<file path="config.mk">
export PLATFORM = sky130hd
export DESIGN_NAME = time_weighted_ewma_smoother_unit
export DESIGN_NICKNAME = d
export VERILOG_FILES = /design/src/twes_pkg.sv /design/src/twes_mul.sv /design/src/twes_div.sv /design/src/time_weighted_ewma_smoother_unit.sv
export VERILOG_INCLUDE_DIRS = /design/src /design/src/src
export SDC_FILE = /design/constraint.sdc
export NUM_CORES = 1
export LEC_CHECK = 0
export BUFFER_PORTS_ARGS = -buffer_cell sky130_fd_sc_hd__buf_2
export CORE_MARGIN = 4
export CORE_UTILIZATION = 30
export DETAILED_ROUTE_END_ITERATION = 7
export PLACE_DENSITY = 0.46
export SKIP_CTS_REPAIR_TIMING = 1
export SLEW_MARGIN = 20
export SYNTH_ARGS = -nofsm -noshare
export SYNTH_HDL_FRONTEND = slang
export SYNTH_HIERARCHICAL = 1
export SYNTH_SLANG_ARGS = --single-unit
</file>
<file path="constraint.sdc">
create_clock -name clk -period 9.6 [get_ports clk]
set_clock_uncertainty 0.1 [all_clocks]
set_input_delay 0.48 -clock clk [delete_from_list [all_inputs] [get_ports clk]]
set_output_delay 0.48 -clock clk [all_outputs]
set_load 0.02 [all_outputs]
</file>
<file path="src/time_weighted_ewma_smoother_unit_assert.svh">
// Assertion macros, clocked on clk and held off while rst_n is low.
`ifndef TIME_WEIGHTED_EWMA_SMOOTHER_UNIT_ASSERT_SVH
`define TIME_WEIGHTED_EWMA_SMOOTHER_UNIT_ASSERT_SVH

// same-cycle implication
`define TWES_ASSERT_NOW(lbl, ante, cons, msg) \
    lbl: assert property (@(posedge clk) disable iff (!rst_n) (ante) |-> (cons)) \
        else $error(msg);

// next-cycle implication
`define TWES_ASSERT_NXT(lbl, ante, cons, msg) \
    lbl: assert property (@(posedge clk) disable iff (!rst_n) (ante) |=> (cons)) \
        else $error(msg);

`endif

</file>
<file path="src/twes_pkg.sv">
package twes_pkg;

    localparam int FRAC_BITS_DEF = 16;
    localparam int TIME_W        = 32;
    localparam int RAW_W         = 18;
    localparam int TAU_W         = 24;
    localparam int TC_BITS       = 16;
    localparam int DEN_W         = TIME_W + TC_BITS + 1;

    localparam logic [TAU_W-1:0] TAU_RESET   = 24'd104303;
    localparam logic             ACT_SAMPLE  = 1'b0;
    localparam logic             ACT_RESTART = 1'b1;

endpackage

</file>
<file path="src/twes_mul.sv">
module twes_mul #(
    parameter int DW = twes_pkg::FRAC_BITS_DEF + 1
) (
    input  logic                             clk,
    input  logic                             rst_n,
    input  logic                             start,
    input  logic [DW-1:0]                    mag,
    input  logic [twes_pkg::TAU_W-1:0]       tau,
    output logic                             done,
    output logic [DW+twes_pkg::TAU_W-1:0]    prod
);

    localparam int TW = twes_pkg::TAU_W;
    localparam int MW = DW + TW;
    localparam int CW = $clog2(DW + 1);

    logic          run_reg, run_next;
    logic [CW-1:0] cnt_reg, cnt_next;
    logic [MW-1:0] p_reg, p_next;
    logic [TW-1:0] tau_reg, tau_next;
    logic [TW:0]   sum;

    // shift-add, one multiplier bit per cycle, LSB first
    always_comb
    begin
        sum      = {1'b0, p_reg[MW-1:DW]} + (p_reg[0] ? {1'b0, tau_reg} : '0);
        run_next = run_reg;
        cnt_next = cnt_reg;
        p_next   = p_reg;
        tau_next = tau_reg;
        if (start)
        begin
            run_next = 1'b1;
            cnt_next = CW'(DW);
            p_next   = MW'(mag);
            tau_next = tau;
        end
        else if (run_reg)
        begin
            if (cnt_reg == '0)
            begin
                run_next = 1'b0;
            end
            else
            begin
                cnt_next = cnt_reg - CW'(1);
                p_next   = {sum, p_reg[DW-1:1]};
            end
        end
    end

    always_ff @(posedge clk or negedge rst_n)
    begin
        if (!rst_n)
        begin
            run_reg <= 1'b0;
            cnt_reg <= '0;
        end
        else
        begin
            run_reg <= run_next;
            cnt_reg <= cnt_next;
        end
    end

    always_ff @(posedge clk)
    begin
        p_reg   <= p_next;
        tau_reg <= tau_next;
    end

    assign done = run_reg && (cnt_reg == '0);
    assign prod = p_reg;

endmodule

</file>
<file path="src/twes_div.sv">
module twes_div #(
    parameter int NW   = 50,
    parameter int DENW = twes_pkg::DEN_W,
    parameter int QW   = twes_pkg::FRAC_BITS_DEF + 1
) (
    input  logic            clk,
    input  logic            rst_n,
    input  logic            start,
    input  logic [NW-1:0]   num,
    input  logic [DENW-1:0] den,
    output logic            done,
    output logic [QW-1:0]   quo
);

    localparam int CW = $clog2(QW + 1);

    logic            run_reg, run_next;
    logic [CW-1:0]   cnt_reg, cnt_next;
    logic [DENW-1:0] rem_reg, rem_next;
    logic [DENW-1:0] den_reg, den_next;
    logic [QW-1:0]   nlo_reg, nlo_next;
    logic [QW-1:0]   q_reg, q_next;
    logic [DENW:0]   trial;
    logic            ge;

    // restoring division, one quotient bit per cycle; quotient known to fit QW bits
    always_comb
    begin
        trial    = {rem_reg, nlo_reg[QW-1]};
        ge       = trial >= {1'b0, den_reg};
        run_next = run_reg;
        cnt_next = cnt_reg;
        rem_next = rem_reg;
        den_next = den_reg;
        nlo_next = nlo_reg;
        q_next   = q_reg;
        if (start)
        begin
            run_next = 1'b1;
            cnt_next = CW'(QW);
            rem_next = DENW'(num >> QW);
            den_next = den;
            nlo_next = num[QW-1:0];
        end
        else if (run_reg)
        begin
            if (cnt_reg == '0)
            begin
                run_next = 1'b0;
            end
            else
            begin
                cnt_next = cnt_reg - CW'(1);
                rem_next = ge ? DENW'(trial - {1'b0, den_reg}) : DENW'(trial);
                nlo_next = {nlo_reg[QW-2:0], 1'b0};
                q_next   = {q_reg[QW-2:0], ge};
            end
        end
    end

    always_ff @(posedge clk or negedge rst_n)
    begin
        if (!rst_n)
        begin
            run_reg <= 1'b0;
            cnt_reg <= '0;
        end
        else
        begin
            run_reg <= run_next;
            cnt_reg <= cnt_next;
        end
    end

    always_ff @(posedge clk)
    begin
        rem_reg <= rem_next;
        den_reg <= den_next;
        nlo_reg <= nlo_next;
        q_reg   <= q_next;
    end

    assign done = run_reg && (cnt_reg == '0);
    assign quo  = q_reg;

endmodule

</file>
<file path="src/time_weighted_ewma_smoother_unit.sv">
// Channel   Direction  Handshake           Word
// input     in         in_valid/in_stall   action, sample_time, raw_level
// output    out        out_valid/out_stall smoothed_level
// config    in         cfg_wr_en           cfg_wr_data (time constant, Q8.16 s)
//
// Restart and repeated-timestamp words give no result and leave the block idle. Pass-through
// words go straight to DONE, which loads the output register. Filtered words pass through MUL,
// PREP, DIV and DONE, worked by the bit-serial multiplier and divider; the next word can be
// taken in the cycle after the result is loaded.
// Reset: time constant 104303, level 0, no timestamp held.
// in_stall is high while a word is in work, including while a result waits on a full,
// stalled output register; a loaded result may wait while the next word is taken.
`include "time_weighted_ewma_smoother_unit_assert.svh"

module time_weighted_ewma_smoother_unit #(
    parameter int FRAC_BITS = twes_pkg::FRAC_BITS_DEF
) (
    input  logic                              clk,
    input  logic                              rst_n,
    input  logic                              in_valid,
    output logic                              in_stall,
    input  logic                              action,
    input  logic [twes_pkg::TIME_W-1:0]       sample_time,
    input  logic signed [twes_pkg::RAW_W-1:0] raw_level,
    output logic                              out_valid,
    input  logic                              out_stall,
    output logic [FRAC_BITS:0]                smoothed_level,
    input  logic                              cfg_wr_en,
    input  logic [twes_pkg::TAU_W-1:0]        cfg_wr_data
);

    localparam int LW   = FRAC_BITS + 1;
    localparam int TW   = twes_pkg::TAU_W;
    localparam int TMW  = twes_pkg::TIME_W;
    localparam int MW   = LW + TW;
    localparam int DENW = twes_pkg::DEN_W;
    localparam int NW   = ((MW > DENW) ? MW : DENW) + 1;
    localparam int CLW  = (twes_pkg::RAW_W > LW + 1) ? twes_pkg::RAW_W : LW + 1;
    localparam logic [LW-1:0] ONE_L = LW'(1) << FRAC_BITS;

    typedef enum logic [4:0] {
        ST_IDLE = 5'b00001,
        ST_MUL  = 5'b00010,
        ST_PREP = 5'b00100,
        ST_DIV  = 5'b01000,
        ST_DONE = 5'b10000
    } state_t;

    state_t         state_reg, state_next;
    logic [TMW-1:0] last_reg, last_next;
    logic [LW-1:0]  level_reg, level_next;
    logic [TW-1:0]  tau_reg, tau_next;
    logic           out_valid_reg, out_valid_next;
    logic [LW-1:0]  out_data_reg, out_data_next;
    logic [TMW-1:0] dt_reg, dt_next;
    logic [LW-1:0]  raw_reg, raw_next;
    logic           neg_reg, neg_next;
    logic [LW-1:0]  mag_reg, mag_next;
    logic [DENW-1:0] den_reg, den_next;
    logic [LW-1:0]  res_reg, res_next;

    logic           in_accept;
    logic [CLW-1:0] raw_ext;
    logic [LW-1:0]  raw_clamped;
    logic           mul_start, mul_done, div_start, div_done;
    logic [MW-1:0]  prod;
    logic [NW-1:0]  num;
    logic [LW-1:0]  quo;

    assign in_stall  = (state_reg != ST_IDLE);
    assign in_accept = in_valid && !in_stall;
    assign raw_ext   = CLW'(raw_level);

    always_comb
    begin
        if (raw_ext[CLW-1])
        begin
            raw_clamped = '0;
        end
        else if (raw_ext[CLW-2:0] > (CLW-1)'(ONE_L))
        begin
            raw_clamped = ONE_L;
        end
        else
        begin
            raw_clamped = LW'(raw_ext);
        end
    end

    assign num = NW'(prod) + NW'(den_reg >> 1);

    always_comb
    begin
        state_next     = state_reg;
        last_next      = last_reg;
        level_next     = level_reg;
        tau_next       = tau_reg;
        out_valid_next = out_valid_reg;
        out_data_next  = out_data_reg;
        dt_next        = dt_reg;
        raw_next       = raw_reg;
        neg_next       = neg_reg;
        mag_next       = mag_reg;
        den_next       = den_reg;
        res_next       = res_reg;
        mul_start      = 1'b0;
        div_start      = 1'b0;

        if (cfg_wr_en)
        begin
            tau_next = cfg_wr_data;
        end
        if (out_valid_reg && !out_stall)
        begin
            out_valid_next = 1'b0;
        end

        case (state_reg)
            ST_IDLE:
            begin
                if (in_accept)
                begin
                    if (action == twes_pkg::ACT_RESTART)
                    begin
                        last_next = '0;
                    end
                    else if (sample_time != last_reg)
                    begin
                        last_next = sample_time;
                        if (last_reg == '0 || sample_time < last_reg || tau_reg == '0)
                        begin
                            res_next   = raw_clamped;
                            state_next = ST_DONE;
                        end
                        else
                        begin
                            dt_next    = sample_time - last_reg;
                            raw_next   = raw_clamped;
                            neg_next   = raw_clamped < level_reg;
                            mag_next   = (raw_clamped < level_reg) ? level_reg - raw_clamped
                                                                   : raw_clamped - level_reg;
                            mul_start  = 1'b1;
                            state_next = ST_MUL;
                        end
                    end
                end
            end
            ST_MUL:
            begin
                den_next = (DENW'(dt_reg) << twes_pkg::TC_BITS) + DENW'(tau_reg);
                if (mul_done)
                begin
                    state_next = ST_PREP;
                end
            end
            ST_PREP:
            begin
                div_start  = 1'b1;
                state_next = ST_DIV;
            end
            ST_DIV:
            begin
                if (div_done)
                begin
                    res_next   = neg_reg ? raw_reg + quo : raw_reg - quo;
                    state_next = ST_DONE;
                end
            end
            ST_DONE:
            begin
                if (!out_valid_reg || !out_stall)
                begin
                    out_valid_next = 1'b1;
                    out_data_next  = res_reg;
                    level_next     = res_reg;
                    state_next     = ST_IDLE;
                end
            end
            default:
            begin
                state_next = ST_IDLE;
            end
        endcase
    end

    always_ff @(posedge clk or negedge rst_n)
    begin
        if (!rst_n)
        begin
            state_reg     <= ST_IDLE;
            last_reg      <= '0;
            level_reg     <= '0;
            tau_reg       <= twes_pkg::TAU_RESET;
            out_valid_reg <= 1'b0;
        end
        else
        begin
            state_reg     <= state_next;
            last_reg      <= last_next;
            level_reg     <= level_next;
            tau_reg       <= tau_next;
            out_valid_reg <= out_valid_next;
        end
    end

    always_ff @(posedge clk)
    begin
        out_data_reg <= out_data_next;
        dt_reg       <= dt_next;
        raw_reg      <= raw_next;
        neg_reg      <= neg_next;
        mag_reg      <= mag_next;
        den_reg      <= den_next;
        res_reg      <= res_next;
    end

    // the multiplier loads on the accepting edge, so it takes the step being registered
    twes_mul #(
        .DW (LW)
    ) u_mul (
        .clk   (clk),
        .rst_n (rst_n),
        .start (mul_start),
        .mag   (mag_next),
        .tau   (tau_reg),
        .done  (mul_done),
        .prod  (prod)
    );

    twes_div #(
        .NW   (NW),
        .DENW (DENW),
        .QW   (LW)
    ) u_div (
        .clk   (clk),
        .rst_n (rst_n),
        .start (div_start),
        .num   (num),
        .den   (den_reg),
        .done  (div_done),
        .quo   (quo)
    );

    assign out_valid      = out_valid_reg;
    assign smoothed_level = out_data_reg;

    `TWES_ASSERT_NOW(a_mul_done_in_mul, mul_done, state_reg == ST_MUL, "multiplier done outside MUL")
    `TWES_ASSERT_NOW(a_div_done_in_div, div_done, state_reg == ST_DIV, "divider done outside DIV")
    `TWES_ASSERT_NOW(a_quo_bounded, div_done, quo <= mag_reg, "quotient above level step")
    `TWES_ASSERT_NOW(a_out_in_range, out_valid_reg, out_data_reg <= ONE_L, "smoothed level above one")
    `TWES_ASSERT_NXT(a_done_drains, (state_reg == ST_DONE) && !out_valid_reg, (state_reg == ST_IDLE) && out_valid_reg, "result not loaded")

endmodule

</file>
======== Yosys cells after proc, flatten, opt, wreduce, memory -nomap -nowiden ========
Index checks and enable logic that the tools add are counted.
word-level totals
  output and inout port bits .............. 19
  flip-flop bits (word level) ............. 438
  memory bits (read-only) ................. 0
  bits in writable memories ............... 0
  bits of input ports ..................... 80
  latch bits .............................. 0
  memories kept ........................... 0
  logic and storage cells ................. 145
cells by class
  shift-type cells ........................ 0
  $lt $le $gt $ge ......................... 4
  bitwise gates (word level) .............. 5
  equal/unequal tests ..................... 16
  add/subtract/negate cells ............... 11
  $mul .................................... 0
  reductions and logical operators ........ 28
  muxes and demuxes ....................... 57
  divide/modulo/power cells ............... 0
operator list
  kind                                         count
  2-to-1 mux 17 bit                            20
  2-to-1 mux 33 bit                            3
  2-to-1 mux 5 bit                             13
  2-to-1 mux 32 bit                            2
  subtractor 17 bit                            3
  >= comparator 50 x 49 -> 1 bit               1
  adder 41 x 48 -> 49 bit                      1
  adder 48 x 24 -> 49 bit                      1
  2-to-1 mux 49 bit                            1
  subtractor 49 bit                            1
  case mux 17 bit (2 select lines)             1
  zero test 32 bit                             1
  less-than comparator 32 bit                  1
  != test 32 bit                               1
  subtractor 32 bit                            1
  adder 24 x 24 -> 25 bit                      1
  case mux 5 bit (5 select lines)              1
  zero test 24 bit                             1
  2-to-1 mux 24 bit                            1
  != test 2 bit (second input constant)        9
  adder 17 bit                                 1
  > comparator 17 bit (second input constant)  1
  less-than comparator 17 bit                  1
  2-to-1 mux 1 bit                             15
  17 further kinds                             39

======== Logic depth before layout (Yosys ltp) ========
  word-level depth ........................ 11
  depth in mapped cells ................... 20
  depth with buffers taken out ............ 17

======== Modules after synthesis ========
Netlist, hierarchy kept.
by module, submodules not included
  module                            sequential area each (sq um)  instances  cells an instance  area each (sq um)
  time_weighted_ewma_smoother_unit  6,327.3                       1          1,592              15,586.2
  twes_div                          3,953.8                       1          876                8,625.8
  twes_mul                          1,861.8                       1          392                3,930.0

======== Worst setup path before layout ========
Ideal clock, no wire load.
  path type ............................... input to register
  start point ............................. input port sample_time[0] in the netlist's numbering
  end point ............................... register u_mul.p_reg[10], in the netlist u_mul/prod[10], data pin
  path buffers ............................ 2
  path slack .............................. 4.601 ns
  stages on the path ...................... 14
  setup time .............................. 0.260 ns
  arrival ................................. 4.640 ns
  cell sequence ........................... inv_1 ha_1 fa_1 nor2b_4 o31a_1 o311a_1 or3_4 o2111ai_4 o311ai_4 a2111oi_4 nor2_1 buf_1 buf_1 mux2_2
between the ends
  word-level cells in the longest chain between the ends .. 9
ends and longest elaborated chain
  what                           RTL line                                 text
  start: declaration             time_weighted_ewma_smoother_unit.sv:23   input logic [twes_pkg::TIME_W-1:0] sample_time,
  less-than comparator 32 bit    time_weighted_ewma_smoother_unit.sv:130  if (last_reg == '0 || sample_time < last_reg || tau_reg == '0)
  logical OR 1 bit (2 in a row)  time_weighted_ewma_smoother_unit.sv:130
  2-to-1 mux 1 bit               time_weighted_ewma_smoother_unit.sv:130
  2-to-1 mux 1 bit *             time_weighted_ewma_smoother_unit.sv:127  else if (sample_time != last_reg)
  2-to-1 mux 1 bit *             time_weighted_ewma_smoother_unit.sv:123  if (action == twes_pkg::ACT_RESTART)
  2-to-1 mux 1 bit *             time_weighted_ewma_smoother_unit.sv:121  if (in_accept)
  2-to-1 mux 1 bit *             time_weighted_ewma_smoother_unit.sv:118  case (state_reg)
  named net mul_start            time_weighted_ewma_smoother_unit.sv:65   logic mul_start, mul_done, div_start, div_done;
  2-to-1 mux 17 bit *            twes_mul.sv:31                           if (start)
  named net u_mul.p_next[10]     twes_mul.sv:19                           logic [MW-1:0] p_reg, p_next;
  end signal: assignment         twes_mul.sv:68                           p_reg <= p_next;
  end: declaration               twes_mul.sv:19
Mark *: on every way through the listed nets, which the timed path passes. The rest lies on a longest branch.
A chain may end at the register's enable or synchronous reset.

======== Worst setup path after layout ========
  start point ............................. input port sample_time[0] in the netlist's numbering
  end point ............................... register u_mul.p_reg[3], in the netlist u_mul/prod[3] (enable)
between the ends
  word-level cells in the longest chain between the ends .. 10
ends and longest elaborated chain
  what                                                                         RTL line
  less-than comparator 32 bit                                                  time_weighted_ewma_smoother_unit.sv:130
  logical OR 1 bit (2 in a row)                                                time_weighted_ewma_smoother_unit.sv:130
  2-to-1 mux 1 bit                                                             time_weighted_ewma_smoother_unit.sv:130
  2-to-1 mux 1 bit *                                                           time_weighted_ewma_smoother_unit.sv:127
  2-to-1 mux 1 bit *                                                           time_weighted_ewma_smoother_unit.sv:123
  2-to-1 mux 1 bit *                                                           time_weighted_ewma_smoother_unit.sv:121
  2-to-1 mux 1 bit *                                                           time_weighted_ewma_smoother_unit.sv:118
  named net mul_start                                                          time_weighted_ewma_smoother_unit.sv:65
  != test 2 bit (no source line) / nonzero test 2 bit (equally long branches)  n/a
  AND reduction 2 bit (no source line) *                                       n/a
Marked as above.

==> impl_metrics.ini <==
[detailed_routing]
first_pass_iters = 5
drtIter0Drc = 1359
vias = 22100
wl_per_cell_um = 20.0
drt-total-wl_um = 85300
final_antenna_net_count = 0
remaining_drc_errors = 0
vias_per_cell = 5.18

[global_routing]
grt_pass1_vias = 21900
grt_max_degree = 83
grt_overflow_total = 0
antenna_found_initial = 3
grt_usage = 0.170
grt_pass1_wl_um = 132000

[worst_setup_path]
crit_path_frequent_cell = inv_1
required_ns = 9.73
reg2reg_slack_ns = 4.29
rr_endpoint = u_mul/prod[3]$_DFFE_PP_
rr_startpoint = last_reg[0]$_DFFE_PN0P_
worstRegToRegCells = 13
cp.depth = 16
cp_num_buf_inv = 5
cp_top_family = compound AO/OA/AOI/OAI gates
slowest_delay_ns = 0.80
worstPathCellList = dlygate4sd3_1 > buf_2 > inv_1 > ha_1 > fa_1 > nor2b_4 > o31a_1 > o311a_1 > or3_4 > o2111ai_4 > o311ai_4 > a2111oi_4 > nor2_4 > buf_4 > nor2_1 > inv_1
crit_arrival_ns = 5.57
crit_slowest_cell = nor2_1
endpoint_kind = flip-flop
critPathLaunchType = input pin
worstSetupPathType = input pin to flip-flop
worstPathMaxFanout = 24

[worst_hold_path]
min-delay-start = sample_time[7]
holdCritPathClass = input pin to flip-flop
hold_depth = 2
hold_path_end = last_reg[7]$_DFFE_PN0P_

[power]
power.share.clock = 0.258
p_per_area_mw_per_mm2 = 272
p_int_uw = 5380
leakage_uw = 0.0129
p_total_uw = 8760
p_switching_uw = 3380
seqPwrFrac = 0.319
swShare = 0.385
ir_drop_v = 0.000163
combPwrFrac = 0.422

[logic_synthesis]
netlist_instances = 2860
ys_ff_latch = 438
syn_area_sq_mm = 0.0281
synthTopCellsByArea = edfxtp_1 (31%), ha_1 (9.2%), dfrtp_1 (6.9%)
synth_top_area_cell = edfxtp_1
yosysUniqueCellTypes = 102
synthTopCellsByCount = edfxtp_1 (290), nand2_1 (276), a21oi_1 (226), ha_1 (208), inv_1 (194)
seq_area_frac_synth = 0.431
syn-num-nets = 3156
synth.most_common_cell = edfxtp_1
synth_edf_count = 290
async_reset_ff_frac = 0.208
syn_avg_cell_area_sq_um = 9.84
yosysWarnings = 6
ys_dominant_reg_cell = edfxtp_1
synth_top_area_frac = 0.309

[placed_design]
routabilityCongestion = 0.888
dpl-instance-area_sq_mm = 0.0299
post-dp-hpwl_um = 66200
io_buffers = 98

[floorplan]
dieHeight_um = 314
rows = 112
ios = 99
design.die.area_sq_mm = 0.0988
start_util = 0.302
core_sq_mm = 0.0932
die_x_um = 314

[sta]
finalHoldViolations = 0
rsz0062_at_grt = false
timing.fmax_mhz = 184
slew_viol_final = 0
worst_slew_pin_slew_ns = 1.01
slew_headroom = 0.327
setup-violations-final = 0
min_period_over_period = 0.567
fin_setup_tns_ns = 0
min_period_ns = 5.45

[clocking]
htree_levels = 2
cts.sink_count = 438
clockBufferDepth = 3
cts-root-buf = clkbuf_16
clk_pin_slew_ns = 0.06
cts_tree = built
clk_latency_ns = 0.64
numCtsBuffers = 55

[finish]
syn_to_final_growth_pct = 14.5
design_area_sq_mm = 0.0322
post_route_cells_drive_above_1_share = 0.111
fillCellCount = 9403
nets = 3260

[flow_run]
drv_cap = 0

[status]
outcome = finished, final reports clean
## through the flow
step / hold WS [ns] / util / instances / setup slack [ns]
CTS: -0.275 / 0.342 / 4228 / 4.22
global route: 0.000585 / 0.346 / 4265 / 3.85
floorplan: 0.0844 / - / 2860 / 4.60
detailed placement: 0.316 / 0.321 / 4124 / 3.62
finish: 0.00574 / 0.346 / 4266 / 4.15
global placement: 0.314 / 0.321 / 4124 / 3.62
## worst reg2reg max path, stage by stage (launching register included)
cell and delay, ns:
dfrtp_1 0.39, ha_1 0.20, fa_1 0.28, nor2b_4 0.06, o31a_1 0.27, o311a_1 0.35
or3_4 0.43, o2111ai_4 0.32, o311ai_4 0.14, a2111oi_4 0.63, nor2_4 0.06, buf_4 0.23
nor2_1 0.81, inv_1 0.62
## power by group through the flow
stage          clock [uW]  combinational [uW]  sequential (uW)
6_report             2260                3700             2800
5_1_grt              2410                4110             2840
4_1_cts              2340                3690             2800
3_5_place_dp            0                3660             2840
3_3_place_gp            0                3660             2830
2_1_floorplan           0                2800             2670
## metal layers
metal,share of wire,vias to the layer above,track usage,wire (um)
met2,0.44,540,0.261,37400
li1,-,10800,-,-
met5,0,-,0,0
met1,0.50,10700,0.252,42500
met3,0.040,109,0.0204,3410
met4,0.024,0,0.0448,2020
## cells in the final DEF (no fill, tap or decap), drive strengths merged, types with 55 or more instances in the layout
| master | count |
|---|---|
| inv | 200 |
| nand2 | 276 |
| ha | 208 |
| xor2 | 85 |
| xnor2 | 112 |
| nand3 | 86 |
| nor2 | 160 |
| edfxtp | 290 |
| dfxtp | 57 |
| a21oi | 226 |
| clkbuf | 73 |
| a21o | 63 |
| nor3 | 55 |
| buf | 117 |
| mux2 | 77 |
| o21ai | 155 |
| dfrtp | 78 |
## cell families after synthesis
kind of cell,Yosys count,share of synthesized area
AOI/OAI and AO/OA,756,0.178
xor gates and xnor gates,197,0.0613
adders and majority gates,216,0.0982
buffers and inverters,303,0.0437
DFF,438,0.431
muxes,93,0.0376
other,1,0.000133
and+or+nand+nor,856,0.150
## worst max path at each step
| stage | slack, ns | from | end |
|---|---|---|---|
| 2_1_floorplan | 4.60 | sample_time[0] | u_mul/prod[10]$_DFFE_PP_ |
| 3_3_place_gp | 3.62 | raw_level[3] | u_mul/prod[16]$_DFFE_PP_ |
| 3_5_place_dp | 3.62 | raw_level[3] | u_mul/prod[16]$_DFFE_PP_ |
| 4_1_cts | 4.22 | last_reg[0]$_DFFE_PN0P_ | u_mul/prod[3]$_DFFE_PP_ |
| 5_1_grt | 3.85 | raw_level[3] | u_mul/prod[16]$_DFFE_PP_ |
| 6_report | 4.15 | sample_time[0] | u_mul/prod[3]$_DFFE_PP_ |
## final cells by class
type	count	area (sq um)	share of cell area
Antenna cell	1	2.50	0.0000777
Clock buffer	73	1530	0.0473
Clock inverter	31	444	0.0138
Inverter	196	738	0.0229
Multi-Input combinational cell	2119	14800	0.459
Sequential cell	438	12100	0.377
Tap cell	1254	1570	0.0487
Timing Repair Buffer	154	1010	0.0312
Note: power is estimated with default switching activity, not from simulation.
